### config.mk
export PLATFORM = sky130hd
export DESIGN_NAME = integer_to_ascii_radix_flat
export DESIGN_NICKNAME = d
export VERILOG_FILES = /design/src/rtl/itoa_pkg.sv /design/src/rtl/itoa_in_if.sv /design/src/rtl/itoa_out_if.sv /design/src/rtl/integer_to_ascii_radix.sv /design/src/flat_wrapper.sv
export SDC_FILE = /design/constraint.sdc
export NUM_CORES = 1
export LEC_CHECK = 0
export ABC_AREA = 1
export BUFFER_PORTS_ARGS = -buffer_cell sky130_fd_sc_hd__buf_2
export CAP_MARGIN = 20
export CELL_PAD_IN_SITES_DETAIL_PLACEMENT = 0
export CELL_PAD_IN_SITES_GLOBAL_PLACEMENT = 1
export CORE_MARGIN = 5
export CORE_UTILIZATION = 38
export DETAILED_ROUTE_END_ITERATION = 10
export PLACE_DENSITY = 0.74
export SYNTH_ARGS = -nofsm -noshare
export SYNTH_HDL_FRONTEND = slang
export SYNTH_SLANG_ARGS = --single-unit
### constraint.sdc
create_clock -name clk -period 12.9 [get_ports clk]
set_clock_uncertainty 0.2 [all_clocks]
set_input_delay 0.645 -clock clk [delete_from_list [all_inputs] [get_ports clk]]
set_output_delay 0.645 -clock clk [all_outputs]
set_load 0.05 [all_outputs]
### src/rtl/itoa_pkg.sv
// shared constants, types and helpers for the integer to ascii converter
package itoa_pkg;

	localparam int VALUE_BITS = 64;
	localparam int MAX_CHARS  = 64;

	localparam int IN_VALUE_W = 64;
	localparam int RADIX_W    = 6;
	localparam int CHAR_W     = 7;
	localparam int DIGIT_W    = 6;

	localparam int BIT_CNT_W  = $clog2(VALUE_BITS);
	localparam int DIG_CNT_W  = $clog2(VALUE_BITS + 1);
	localparam int CHAR_CNT_W = $clog2(((VALUE_BITS > MAX_CHARS) ? VALUE_BITS : MAX_CHARS) + 2);

	localparam logic [RADIX_W-1:0] RADIX_MIN = RADIX_W'(2);
	localparam logic [RADIX_W-1:0] RADIX_MAX = RADIX_W'(36);
	localparam logic [RADIX_W-1:0] RADIX_DEC = RADIX_W'(10);

	localparam logic [CHAR_W-1:0] CH_ZERO  = CHAR_W'(8'h30);
	localparam logic [CHAR_W-1:0] CH_A     = CHAR_W'(8'h61);
	localparam logic [CHAR_W-1:0] CH_MINUS = CHAR_W'(8'h2d);

	localparam logic [DIGIT_W-1:0] DIGIT_NINE = DIGIT_W'(9);
	localparam logic [DIGIT_W-1:0] DIGIT_TEN  = DIGIT_W'(10);

	typedef enum logic [1:0] {
		ST_IDLE,
		ST_DIV,
		ST_EMIT
	} state_t;

	function automatic logic [CHAR_W-1:0] digit_to_char(input logic [DIGIT_W-1:0] d);
		logic [CHAR_W-1:0] c;
		if (d > DIGIT_NINE) begin
			c = CH_A + CHAR_W'(d - DIGIT_TEN);
		end else begin
			c = CH_ZERO + CHAR_W'(d);
		end
		return c;
	endfunction

endpackage

### src/rtl/itoa_in_if.sv
// input channel: one number with its mode and radix
interface itoa_in_if;
	import itoa_pkg::*;

	logic                  valid;
	logic                  ready;
	logic                  mode;
	logic [IN_VALUE_W-1:0] value;
	logic [RADIX_W-1:0]    radix;

	modport source (output valid, output mode, output value, output radix, input ready);
	modport sink   (input valid, input mode, input value, input radix, output ready);
endinterface

### src/rtl/itoa_out_if.sv
// output channel: one ascii character with its end marker
interface itoa_out_if;
	import itoa_pkg::*;

	logic              valid;
	logic              ready;
	logic [CHAR_W-1:0] char_code;
	logic              last;

	modport source (output valid, output char_code, output last, input ready);
	modport sink   (input valid, input char_code, input last, output ready);
endinterface

### src/rtl/integer_to_ascii_radix.sv
// Converts a 64-bit number to ASCII digits in radix 2..36, most significant first, last marked.
// A number is taken only while the block is idle. Each digit comes from a serial restoring
// division by the radix through one shared 7-bit subtract/compare unit, one quotient bit per
// cycle, and each digit takes a pass over all VALUE_BITS (64) bits of the value; characters
// then leave at one per cycle when the sink is ready. The longest output is 64 binary digits.
// The final character sits in an output register, so the next number may be taken while
// that character still waits. In signed mode with radix 10 a negative number is printed as
// '-' and its magnitude; radix codes below 2 act as 2 and above 36 act as 36.
module integer_to_ascii_radix (
	input  logic       clk,
	input  logic       arst_n,
	itoa_in_if.sink    num,
	itoa_out_if.source chr
);
	import itoa_pkg::*;

	state_t state_q, state_d;

	logic [VALUE_BITS-1:0] val_q;
	logic [DIGIT_W-1:0]    rem_q;
	logic [RADIX_W-1:0]    radix_q;
	logic [BIT_CNT_W-1:0]  bit_cnt_q;
	logic [DIG_CNT_W-1:0]  ndig_q;
	logic                  neg_q;
	logic [CHAR_CNT_W-1:0] chars_left_q;
	logic [DIGIT_W-1:0]    dig_q [VALUE_BITS];
	logic                  out_valid_q;
	logic [CHAR_W-1:0]     out_char_q;
	logic                  out_last_q;

	// input decode
	logic [VALUE_BITS-1:0] in_val;
	logic [RADIX_W-1:0]    in_radix;
	logic                  in_neg;

	// shared divide step
	logic [DIGIT_W:0]      trial;
	logic                  q_bit;
	logic [DIGIT_W-1:0]    rem_next;
	logic [VALUE_BITS-1:0] val_next;
	logic                  bit_last;
	logic [CHAR_CNT_W-1:0] total_chars;
	logic [CHAR_CNT_W-1:0] clamp_chars;

	// control
	logic accept;
	logic digit_done;
	logic div_finish;
	logic load_out;
	logic [CHAR_W-1:0] next_char;

	always_comb begin
		if (num.radix inside {[0:1]}) begin
			in_radix = RADIX_MIN;
		end else if (num.radix > RADIX_MAX) begin
			in_radix = RADIX_MAX;
		end else begin
			in_radix = num.radix;
		end
		in_neg = num.mode && (in_radix == RADIX_DEC) && num.value[VALUE_BITS-1];
		in_val = in_neg ? (~num.value[VALUE_BITS-1:0] + VALUE_BITS'(1))
		                : num.value[VALUE_BITS-1:0];
	end

	always_comb begin
		trial    = {rem_q, val_q[VALUE_BITS-1]};
		q_bit    = trial >= {1'b0, radix_q};
		rem_next = q_bit ? DIGIT_W'(trial - {1'b0, radix_q}) : DIGIT_W'(trial);
		val_next = {val_q[VALUE_BITS-2:0], q_bit};
		bit_last = bit_cnt_q == BIT_CNT_W'(VALUE_BITS - 1);
		total_chars = CHAR_CNT_W'(ndig_q) + CHAR_CNT_W'(1) + CHAR_CNT_W'(neg_q);
		clamp_chars = (total_chars > CHAR_CNT_W'(MAX_CHARS)) ? CHAR_CNT_W'(MAX_CHARS)
		                                                     : total_chars;
		next_char = neg_q ? CH_MINUS : digit_to_char(dig_q[0]);
	end

	// next state
	always_comb begin
		state_d = state_q;
		case (state_q)
			ST_IDLE: begin
				if (num.valid) begin
					state_d = ST_DIV;
				end
			end
			ST_DIV: begin
				if (bit_last && (val_next == '0)) begin
					state_d = ST_EMIT;
				end
			end
			ST_EMIT: begin
				if (load_out && (chars_left_q == CHAR_CNT_W'(1))) begin
					state_d = ST_IDLE;
				end
			end
			default: state_d = ST_IDLE;
		endcase
	end

	// outputs and datapath controls
	always_comb begin
		num.ready     = state_q == ST_IDLE;
		accept        = (state_q == ST_IDLE) && num.valid;
		digit_done    = (state_q == ST_DIV) && bit_last;
		div_finish    = digit_done && (val_next == '0);
		load_out      = (state_q == ST_EMIT) && (!out_valid_q || chr.ready);
		chr.valid     = out_valid_q;
		chr.char_code = out_char_q;
		chr.last      = out_last_q;
	end

	always_ff @(posedge clk or negedge arst_n) begin
		if (!arst_n) begin
			state_q     <= ST_IDLE;
			out_valid_q <= 1'b0;
		end else begin
			state_q <= state_d;
			if (load_out) begin
				out_valid_q <= 1'b1;
			end else if (chr.ready) begin
				out_valid_q <= 1'b0;
			end
		end
	end

	always_ff @(posedge clk) begin
		if (accept) begin
			val_q     <= in_val;
			radix_q   <= in_radix;
			neg_q     <= in_neg;
			rem_q     <= '0;
			bit_cnt_q <= '0;
			ndig_q    <= '0;
		end else if (state_q == ST_DIV) begin
			val_q <= val_next;
			if (digit_done) begin
				// remainder is the next digit, push it on the digit stack
				rem_q     <= '0;
				bit_cnt_q <= '0;
				ndig_q    <= ndig_q + DIG_CNT_W'(1);
				dig_q[0]  <= rem_next;
				for (int i = 1; i < VALUE_BITS; i++) begin
					dig_q[i] <= dig_q[i-1];
				end
				if (div_finish) begin
					chars_left_q <= clamp_chars;
				end
			end else begin
				rem_q     <= rem_next;
				bit_cnt_q <= bit_cnt_q + BIT_CNT_W'(1);
			end
		end else if (load_out) begin
			out_char_q   <= next_char;
			out_last_q   <= chars_left_q == CHAR_CNT_W'(1);
			chars_left_q <= chars_left_q - CHAR_CNT_W'(1);
			if (neg_q) begin
				neg_q <= 1'b0;
			end else begin
				for (int i = 0; i < VALUE_BITS - 1; i++) begin
					dig_q[i] <= dig_q[i+1];
				end
			end
		end
	end

	// partial remainder must stay below the divisor
	assert property (@(posedge clk) disable iff (!arst_n)
		(state_q == ST_DIV) |-> (rem_q < radix_q))
		else $error("partial remainder not below radix");

	assert property (@(posedge clk) disable iff (!arst_n)
		(state_q == ST_DIV) |-> ((radix_q >= RADIX_MIN) && (radix_q <= RADIX_MAX)))
		else $error("radix out of range during division");

	// emission always has a character left to send
	assert property (@(posedge clk) disable iff (!arst_n)
		(state_q == ST_EMIT) |-> (chars_left_q != '0))
		else $error("emit phase with no characters left");

	assert property (@(posedge clk) disable iff (!arst_n)
		(chr.valid && chr.last) |-> (state_q != ST_EMIT || !$past(load_out) || neg_q == 1'b0))
		else $error("last character sent before sign");

endmodule

### src/flat_wrapper.sv
// flat-port wrapper written by rule: the top's interface ports become plain ports
module integer_to_ascii_radix_flat import itoa_pkg::*;
  (clk, arst_n, num_valid, num_mode, num_value, num_radix, num_ready, chr_valid, chr_char_code, chr_last, chr_ready);
  itoa_in_if num_i ();
  itoa_out_if chr_i ();
  input  logic clk;
  input  logic arst_n;
  input wire logic [$bits(num_i.valid)-1:0] num_valid;
  input wire logic [$bits(num_i.mode)-1:0] num_mode;
  input wire logic [$bits(num_i.value)-1:0] num_value;
  input wire logic [$bits(num_i.radix)-1:0] num_radix;
  output wire logic [$bits(num_i.ready)-1:0] num_ready;
  output wire logic [$bits(chr_i.valid)-1:0] chr_valid;
  output wire logic [$bits(chr_i.char_code)-1:0] chr_char_code;
  output wire logic [$bits(chr_i.last)-1:0] chr_last;
  input wire logic [$bits(chr_i.ready)-1:0] chr_ready;
  assign num_i.valid = num_valid;
  assign num_i.mode = num_mode;
  assign num_i.value = num_value;
  assign num_i.radix = num_radix;
  assign num_ready = num_i.ready;
  assign chr_valid = chr_i.valid;
  assign chr_char_code = chr_i.char_code;
  assign chr_last = chr_i.last;
  assign chr_i.ready = chr_ready;
  integer_to_ascii_radix u_core (.clk(clk), .arst_n(arst_n), .num(num_i), .chr(chr_i));
endmodule
## After elaboration in Yosys (flattened, before gate mapping)

Memory sizes are Yosys's and may differ from the RTL's.
Index checks and enable logic that the tools add are counted.

- Register bits after elaboration: 108
- Bits in latches: 0
- RAM bits: 384
- Memory bits (read-only): 0
- Word-level logic and storage cells: 221
- Memories kept: 1

- $add $sub $neg: 9
- Multipliers: 0
- Div/mod/pow operators: 0
- Order comparisons: 6
- Equality and inequality tests: 11
- Shifts and indexed selects: 0
- Mux-type cells: 95
- Bitwise logic cells: 66
- Reductions and logical operators: 22

Memory list:

| memory | depth | bits a word | read ports | clocked after memory_dff | write ports | RTL line | RTL |
|---|---|---|---|---|---|---|---|
| u_core.dig_q | 64 | 6 | 64 | 0 | 64 | integer_to_ascii_radix.sv:26 | `logic [DIGIT_W-1:0] dig_q [VALUE_BITS];` |

Operators by type and width:

| cell | count |
|---|---|
| 6-bit 2-to-1 mux | 68 |
| 64-bit 2-to-1 mux | 3 |
| 64-bit by 1-bit adder with 64-bit output, second input constant | 1 |
| 64-bit logical NOT | 1 |
| 64-bit NOT | 1 |
| 1-bit bitwise OR | 63 |
| 7-bit 2-to-1 mux | 6 |
| 1-bit 2-to-1 mux | 14 |
| 2-bit by 1-bit inequality test with 1-bit output, second input constant | 5 |
| 1-bit logical AND | 9 |
| 2-bit nonzero test | 4 |
| 6-bit by 6-bit adder with 7-bit output, first input constant | 1 |
| 7-bit by 1-bit adder with 7-bit output | 1 |
| 7-bit by 1-bit adder with 7-bit output, second input constant | 1 |
| 7-bit adder, first input constant | 1 |
| 7-bit by 1-bit == test with 1-bit output, second input constant | 1 |
| 7-bit by 6-bit greater-or-equal comparator with 1-bit output | 1 |
| 7-bit > comparator, second input constant | 1 |
| 6-bit by 4-bit subtractor with 7-bit output, second input constant | 1 |
| 7-bit by 1-bit subtractor with 7-bit output, second input constant | 1 |
| 6-bit by 1-bit adder with 6-bit output, second input constant | 1 |
| 6-bit by 4-bit == test with 1-bit output, second input constant | 1 |
| 6-bit == test, second input constant | 1 |
| 6-bit by 1-bit greater-or-equal comparator with 1-bit output, second input constant | 1 |
| other kinds (16) | 21 |

## Longest topological paths before layout

Gate-level depths: netlist of run 1.

- Word-level depth: 8
- Gate-level depth with buffers: 14

## Worst setup path before layout of run 1

No wires, ideal clock.

- Path type: flip-flop to flip-flop
- Start: register u_core.out_valid_q (netlist: u_core.chr.valid)
- End: memory u_core.dig_q[0][0], enable pin
- Library setup time: 2797 ps
- Arrival time: 7645 ps
- Data required time: 9903 ps
- Setup slack: 2257 ps
- Cell stages (with the launch flop): 10
- Buffers on the path: 2
- Cell sequence: dfrtp_1 inv_1 nor2_1 nor2_2 inv_2 nor2_1 inv_1 clkbuf_1 buf_2 nand2_1

RTL lines:

| what | RTL line | RTL |
|---|---|---|
| from (decl) | integer_to_ascii_radix.sv:27 | `logic out_valid_q;` |
| from (signal assigned) | integer_to_ascii_radix.sv:115 | `out_valid_q <= 1'b0;` |
| from (signal assigned) | integer_to_ascii_radix.sv:119 | `out_valid_q <= 1'b1;` |
| from (signal assigned) | integer_to_ascii_radix.sv:121 | `out_valid_q <= 1'b0;` |
| to (decl) | integer_to_ascii_radix.sv:26 |  |

==> out/results.tsv, run 1 <==
stage	metric	value	unit
outcome	status	complete, no violations	
layout	Non-Filler Instances	3859	
clock_network	clock slew seen by the registers of the worst setup and hold paths	0.06	ns
worst_setup_path	type of the worst setup path	register to register	
worst_setup_path	crit-path cells	inv_2 > nand2_1 > nor2_2 > inv_2 > nor2_4 > buf_4 > inv_6 > nand2_4 > buf_4 > buf_4	
layout	Layout Nets	3052	
clock_network	Clock Path Buffers	3	
global_routing	first-pass GRT wire length	92.06	mm
sta	worst slew pin tran	1.020	ns
sta	worst rel slew slack	31.90	%
clock_network	CTS tree	done	
yosys	Synth Area in Adders	1.047	%
yosys	sequential area share after synthesis	59.17	%
sta	unrepaired setup endpoints after global routing	false	
global_routing	initial antenna violation count	2	
yosys	XOR/XNOR Fraction of Synth Area	1.280	%
power	Pwr Density	139.6	nW/um^2
routing	DRC violations left	0	
sta	final hold vios	0	
placed_design	# port buffers	84	
yosys	Synth area leader	edfxtp_1	
yosys	Synth Cell Area	24620	um^2
power	worst IR drop on VDD	0.09195	mV
yosys	Yosys top cell area share	57.32	%
clock_network	Setup Fix Bufs, Post-CTS	0	
sta	Final period util	41.64	%
routing	wire per inst	14.57	um
layout	commonest non-fill, non-tap cell in the layout	nand2_1	
yosys	Mean Syn Cell Area	8.450	um^2
clock_network	clk sinks	492	
sta	Max Clk Rate	186.2	MHz
layout	number of fill cells in the layout	6392	
floorplanning	# rows	93	
sta	fin crit period	5.371	ns
routing	Vias	18560	
worst_setup_path	critical path's most frequent cell	buf_4	
sta	setup_tns	0	ns
sta	final hold slack	0.08080	ns
floorplanning	Initial Util	38.27	%
worst_setup_path	crit end category	register	
min_path	Hold/Removal Path Class	primary input to register	
sta	Final setup viols	0	
global_routing	pin count of the biggest net entering global routing	146	
routing	DRT iter0 DRCs	1325	
layout	synthesis-to-layout area growth	11.32	%
yosys	synth unique cells	38	
global_routing	vias in the first global route	18130	
worst_setup_path	CP max-delay cell	buf_4	
clock_network	insertion delay to the later sink of the worst-skew pair	0.61	ns
placed_design	Final GP Congestion	0.9163	
worst_setup_path	CP Max Fanout	100	
yosys	largest family of logic cells by synthesized area	simple AND/OR/NAND/NOR gates	
routing	WL final	56.22	mm
floorplanning	die area	69990	um^2
placed_design	dpl hpwl	37.74	mm
yosys	post-synthesis compound-gate area fraction	3.384	%
placed_design	Placed Instances	3753	
global_routing	global route overflow	0	
clock_network	root buf cell	clkbuf_16	
routing	drt first pass iters	5	
clock_network	Max H-tree Level	2	
floorplanning	io pins	85	
job	Max-Cap Viols	0	
global_routing	Tot GR Track Use	15.62	%
yosys	Ys Warns	0	
layout	diode count	0	
yosys	Synth Net Count	3009	
worst_setup_path	Critical Path AT	5.39	ns
clock_network	total CTS buffers	55	
worst_setup_path	Crit path largest cell delay	0.81	ns
yosys	post-synthesis simple-gate area fraction	30.22	%
layout	ratio of cells with drive above 1 in the final layout	6.858	%
floorplanning	die width	264.6	um
layout	most frequent cells in the layout	1618 x nand2_1, 470 x edfxtp_1, 235 x nor2_1	
routing	Via density	4.811	
worst_setup_path	Worst Path Required	12.91	ns
yosys	post-synthesis register bit count	492	
sta	Final Max Slew Viols	0	
power	P_leak	11.60	nW
yosys	Syn Inst Count	2914	
floorplanning	Die Y	264.6	um
yosys	mux contribution to synthesized area	0	%
worst_setup_path	CP startpoint kind	register	
yosys	synth top area cells	edfxtp_1 57%, nand2_1 25%, nor2_1 3.6%, inv_1 2.2%, o21ai_0 2.2%	
routing	Final ANT Viol Nets	0	
floorplanning	core area	64350	um^2
critical path: cells and delay by family (launching register included):
family                 cells  cell delay, ns
buffers and inverters      6            2.97
AND/OR/NAND/NOR            4            1.20
flip-flops                 1            0.39
state kept, by name, summed over array words and instances (netlist names):
signal	count
u_core.bit_cnt_q	6
u_core.chars_left_q	7
u_core.chr.char_code	7
u_core.chr.last	1
u_core.chr.valid	1
u_core.dig_q	384
u_core.ndig_q	7
u_core.neg_q	1
u_core.radix_q	6
u_core.rem_q	6
u_core.state_q	2
u_core.val_q	64
per-layer routing:
layer	share of wire [%]	up-vias	GRT usage (%)
met5	0.025	-	0
met4	3.0	4	5.007
met3	3.6	98	2.580
met2	47	273	26.26
met1	46	8796	20.80
li1	-	9393	-
repair_timing:
action                    in CTS  in global routing
hold buffers                   1                  0
hold endpoints to repair       3                  0
gates resized for setup        0                  0
cells in the mapped netlist:
| cell type | count |
|---|---|
| nor2_1 | 236 |
| buf_2 | 52 |
| dfxtp_1 | 19 |
| a21o_1 | 1 |
| nor4_1 | 2 |
| xnor2_1 | 20 |
| nand2_2 | 2 |
| nand3_2 | 1 |
| fa_1 | 1 |
| inv_2 | 5 |
| o21ai_1 | 12 |
| nor3_1 | 7 |
| a21oi_1 | 19 |
| o21ai_2 | 1 |
| nand3_1 | 50 |
| o22ai_1 | 6 |
| xor2_1 | 16 |
| buf_6 | 7 |
| and3_1 | 1 |
| ha_1 | 19 |
| o21ai_0 | 110 |
| o21bai_1 | 6 |
| and2_1 | 1 |
| buf_4 | 24 |
| nand4_1 | 8 |
| a211oi_1 | 2 |
| inv_1 | 147 |
| or2_2 | 4 |
| nand3b_1 | 1 |
| buf_1 | 1 |
| a31oi_1 | 1 |
| dfrtp_1 | 3 |
| o211ai_1 | 1 |
| nor2_4 | 2 |
| nor2_2 | 6 |
| clkbuf_1 | 30 |
| nand2_1 | 1620 |
| edfxtp_1 | 470 |
path summary, 6_finish.rpt:
check	depth (start not counted)	endpoint	from	slack, ns
worst max-delay path	10	u_core.dig_q[0][217]$_DFFE_PP_	u_core.state_q[0]$_DFFE_PN0P_	7.53
worst min-delay path	1	u_core.radix_q[5]$_DFFE_PP_	num_radix[5]	0.08
worst max register to register	10	u_core.dig_q[0][217]$_DFFE_PP_	u_core.state_q[0]$_DFFE_PN0P_	7.53
worst min register to register	0	u_core.dig_q[0][383]$_DFFE_PP_	u_core.dig_q[0][377]$_DFFE_PP_	0.26
max in group asynchronous	2	u_core.chr.valid$_DFFE_PN0P_	arst_n	12.23
min in group asynchronous	2	u_core.state_q[0]$_DFFE_PN0P_	arst_n	0.16
layout make-up:
type	count	area, um^2	area share [%]
sequential	492	14570	53.15
clock inverter	33	262.8	0.9586
inverter	152	578.1	2.109
clock buffer	71	1476	5.386
tap	855	1070	3.903
multi-input combinational	2156	8880	32.39
timing repair buffer	100	575.6	2.100
cell families after synthesis:
family | Yosys count
simple gates | 1941
xor+xnor | 36
flops | 492
compound gates | 159
fa+ha+maj | 20
buf+inv | 266
per-stage QoR:
stage | cell area, um^2 | util, % | power (mW) | worst slack, ns
after global placement | 25630 | 39.84 | 2.363 | 7.416
final | 27410 | 42.60 | 3.827 | 7.529
after floorplan | 24620 | - | 2.234 | 2.257
after detailed placement | 25630 | 39.84 | 2.376 | 7.297
after global routing | 27410 | 42.60 | 4.026 | 7.060
after CTS | 27380 | 42.56 | 3.886 | 7.486
power breakdown:
| part | switching (mW) | total [mW] | internal [mW] |
|---|---|---|---|
| Clock | 0.652 | 1.49 | 0.836 |
| Sequential | 0.0652 | 1.95 | 1.88 |
| Combinational | 0.252 | 0.393 | 0.141 |
| Total | 0.970 | 3.83 | 2.86 |
No activity file was read; power rests on OpenSTA's default activity.
==> run 2, diff against run 1 <==
Settings changed: PLACE_DENSITY 0.74 to 0.77.
Clock period 12.9 ns to 4.55 ns, I/O delays scaled along.
==> run 2 against run 1 <==
  * Cell count grew 2.0%
  * Wire length rose by 4.2%
  * Clock power increased to 2.9 times the previous value
  * Cell area increased by 3.4%
  * Maximum frequency up 60%
  * Sequential share of layout area is 1.7 points lower
  * Critical path depth fell by 2
  * Utilization is 1.4 points higher
  * Die area unchanged
  * Worst setup slack got worse by 6.3 ns
  * Flip-flop and latch count stayed put
  * Largest power group unchanged
  * Highest routed layer is now met4
==> out/results.tsv, run 2 (synthesis gave the netlist of run 1 again) <==
stage	metric	value	unit	change
clock_network	Resized Gates After CTS	0		unchanged
job	Max-Cap Viols	0		unchanged
worst_setup_path	CP Max Fanout	14		-86%
outcome	status	complete, no violations		
power	switching pwr	2.780	mW	+190%
floorplanning	io pins	85		unchanged
worst_setup_path	reg2reg path depth	8		-2
placed_design	Post-DP Area	25760	um^2	+0.50%
floorplanning	die area	69990	um^2	unchanged
layout	commonest non-fill, non-tap cell in the layout	nand2_1		
sta	final hold vios	0		unchanged
min_path	Hold/Removal Path Class	primary input to register		
global_routing	Tot GR Track Use	16.31	%	+0.70 points
global_routing	global route overflow	0		unchanged
clock_network	hold buffers post-CTS	78		+77
routing	drt first pass iters	7		+2
worst_setup_path	critical path launch point	u_core.radix_q[4]$_DFFE_PP_		
global_routing	vias in the first global route	18320		+1.0%
clock_network	clock slew seen by the registers of the worst setup and hold paths	0.06	ns	about the same
power	share of power burned in registers	49.5	%	-1.3 points
sta	worst rel slew slack	37.36	%	+5.5 points
sta	fin crit period	3.358	ns	-2.013 ns
layout	ratio of cells with drive above 1 in the final layout	6.944	%	+0.086 points
power	Gate power share	11.1	%	+0.8 points
sta	worst slew pin tran	0.9396	ns	-0.08040 ns
layout	fin area	28340	um^2	+3.4%
global_routing	pin count of the biggest net entering global routing	209		+43%
routing	DRT iter0 DRCs	1629		+23%
worst_setup_path	crit end category	register		
layout	synthesis-to-layout area growth	15.08	%	
floorplanning	# rows	93		unchanged
clock_network	Max H-tree Level	2		unchanged
power	Int Pwr	8.354	mW	+190%
sta	setup_tns	0	ns	unchanged
placed_design	Final GP Congestion	0.9002		-1.8%
layout	most frequent cells in the layout	1618 x nand2_1, 470 x edfxtp_1, 235 x nor2_1		
clock_network	Setup Fix Bufs, Post-CTS	0		unchanged
floorplanning	die width	264.6	um	unchanged
worst_setup_path	Worst Path Required	4.61	ns	-8.30 ns
worst_setup_path	Critical Path AT	3.42	ns	-1.97 ns
layout	number of fill cells in the layout	6330		-0.97%
routing	Via density	4.822		+0.24%
placed_design	# port buffers	84		unchanged
floorplanning	Initial Util	38.27	%	unchanged
clock_network	CTS tree	done		
clock_network	insertion delay to the later sink of the worst-skew pair	0.60	ns	about the same
layout	Top Registers	u_core.dig_q x384, u_core.val_q x64		
global_routing	initial antenna violation count	2		unchanged
routing	WL final	58.59	mm	+4.2%
power	worst IR drop on VDD	0.2420	mV	+160%
routing	DRC violations left	0		unchanged
worst_setup_path	type of the worst setup path	register to register		
worst_setup_path	Critical Path Sink	u_core.chars_left_q[4]$_DFFE_PP_		
routing	wire per inst	14.88	um	+2.1%
clock_network	total CTS buffers	53		-3.6%
power	P_leak	11.99	nW	+3.4%
routing	Vias	18990		+2.3%
layout	Layout Nets	3132		+2.6%
worst_setup_path	reg-to-reg startpoint	u_core.radix_q[4]$_DFFE_PP_		
clock_network	clk sinks	492		unchanged
worst_setup_path	internal reg-to-reg setup slack	1.19	ns	-6.34 ns
power	Pwr Density	392.9	nW/um^2	+180%
sta	Final period util	73.79	%	+32 points
layout	Biggest register	u_core.dig_q		
sta	unrepaired setup endpoints after global routing	false		
worst_setup_path	R2R Path End	u_core.chars_left_q[4]$_DFFE_PP_		
clock_network	root buf cell	clkbuf_16		
global_routing	first-pass GRT wire length	95.32	mm	+3.5%
layout	number of flip-flops in the largest register	384		unchanged
clock_network	Clock Path Buffers	3		unchanged
routing	Final ANT Viol Nets	0		unchanged
floorplanning	core area	64350	um^2	unchanged
sta	Max Clk Rate	297.8	MHz	+60%
power	Sw Ratio	24.97	%	-0.37 points
floorplanning	Die Y	264.6	um	unchanged
power	Clock power frac	39.3	%	+0.4 points
sta	Final Max Slew Viols	0		unchanged
sta	Final setup viols	0		unchanged
placed_design	dpl hpwl	39.24	mm	+4.0%
worst_setup_path	CP startpoint kind	register		
-- run 2: changes by cell type in the layout (fill, tap and decap cells not counted), sizes merged --
cell and change:
clkinvlp -1, inv -3, bufinv +6, dlygate4sd3 +77, clkbuf -8, diode +1
clkinv +2, buf +5
-- run 2: metal layers --
layer	up-vias	part of all wire, %	GRT usage, %
met5	-	0	0
met4	0	3.7	6.014
met3	126	4.8	2.608
met2	407	44	25.55
met1	8893	47	23.09
li1	9563	-	-
-- run 2: worst min-delay path by stage --
stage	cells past startpoint	endpoint	from
after floorplan	0	u_core.chr.valid$_DFFE_PN0P_	arst_n
after global placement	1	u_core.state_q[0]$_DFFE_PN0P_	arst_n
after detailed placement	1	u_core.state_q[1]$_DFFE_PN0P_	arst_n
after CTS	5	u_core.val_q[59]$_DFFE_PP_	num_value[59]
after global routing	6	u_core.neg_q$_SDFFCE_PN0P_	num_mode
final	5	u_core.val_q[59]$_DFFE_PP_	num_value[59]
-- run 2: critical path, stage by stage, from the launching register on --
cell and delay (ns):
edfxtp_1 0.33, inv_1 0.05, ha_1 0.33, a21o_1 0.20, a21oi_1 0.19, nand3_1 0.48
nor3_1 0.73, nand2_1 0.18, nand2_1 0.33
-- run 2: layout make-up --
class,instances,area [um^2],share of cell area [%]
Antenna cell,1,2.502,0.008831
Clock buffer,63,1385,4.888
Timing Repair Buffer,182,1439,5.078
Tap cell,855,1070,3.775
Clock inverter,37,404.1,1.426
Sequential cell,492,14570,51.42
Inverter,152,578.1,2.040
Multi-Input combinational cell,2156,8889,31.37
-- run 2: per-stage QoR --
step	total power, mW	utilization (%)	hold slack, ns	std cells	worst slack [ns]
after global routing	11.68	44.03	0.1420	3937	1.048
after detailed placement	6.797	40.04	-0.1647	3759	1.210
after floorplan	6.327	-	-0.2681	2914	0.8491
after global placement	6.757	40.04	-0.1654	3759	1.232
final	11.13	44.04	0.1178	3938	1.192
after CTS	11.28	44.03	0.07999	3937	1.188
-- run 2: power by group through the flow --
stage | Clock [mW] | Combinational [mW] | Sequential (mW)
2_1_floorplan | 0 | 0.780 | 5.55
3_3_place_gp | 0 | 1.16 | 5.59
3_5_place_dp | 0 | 1.19 | 5.60
4_1_cts | 4.51 | 1.25 | 5.52
5_1_grt | 4.71 | 1.41 | 5.55
6_report | 4.38 | 1.24 | 5.52
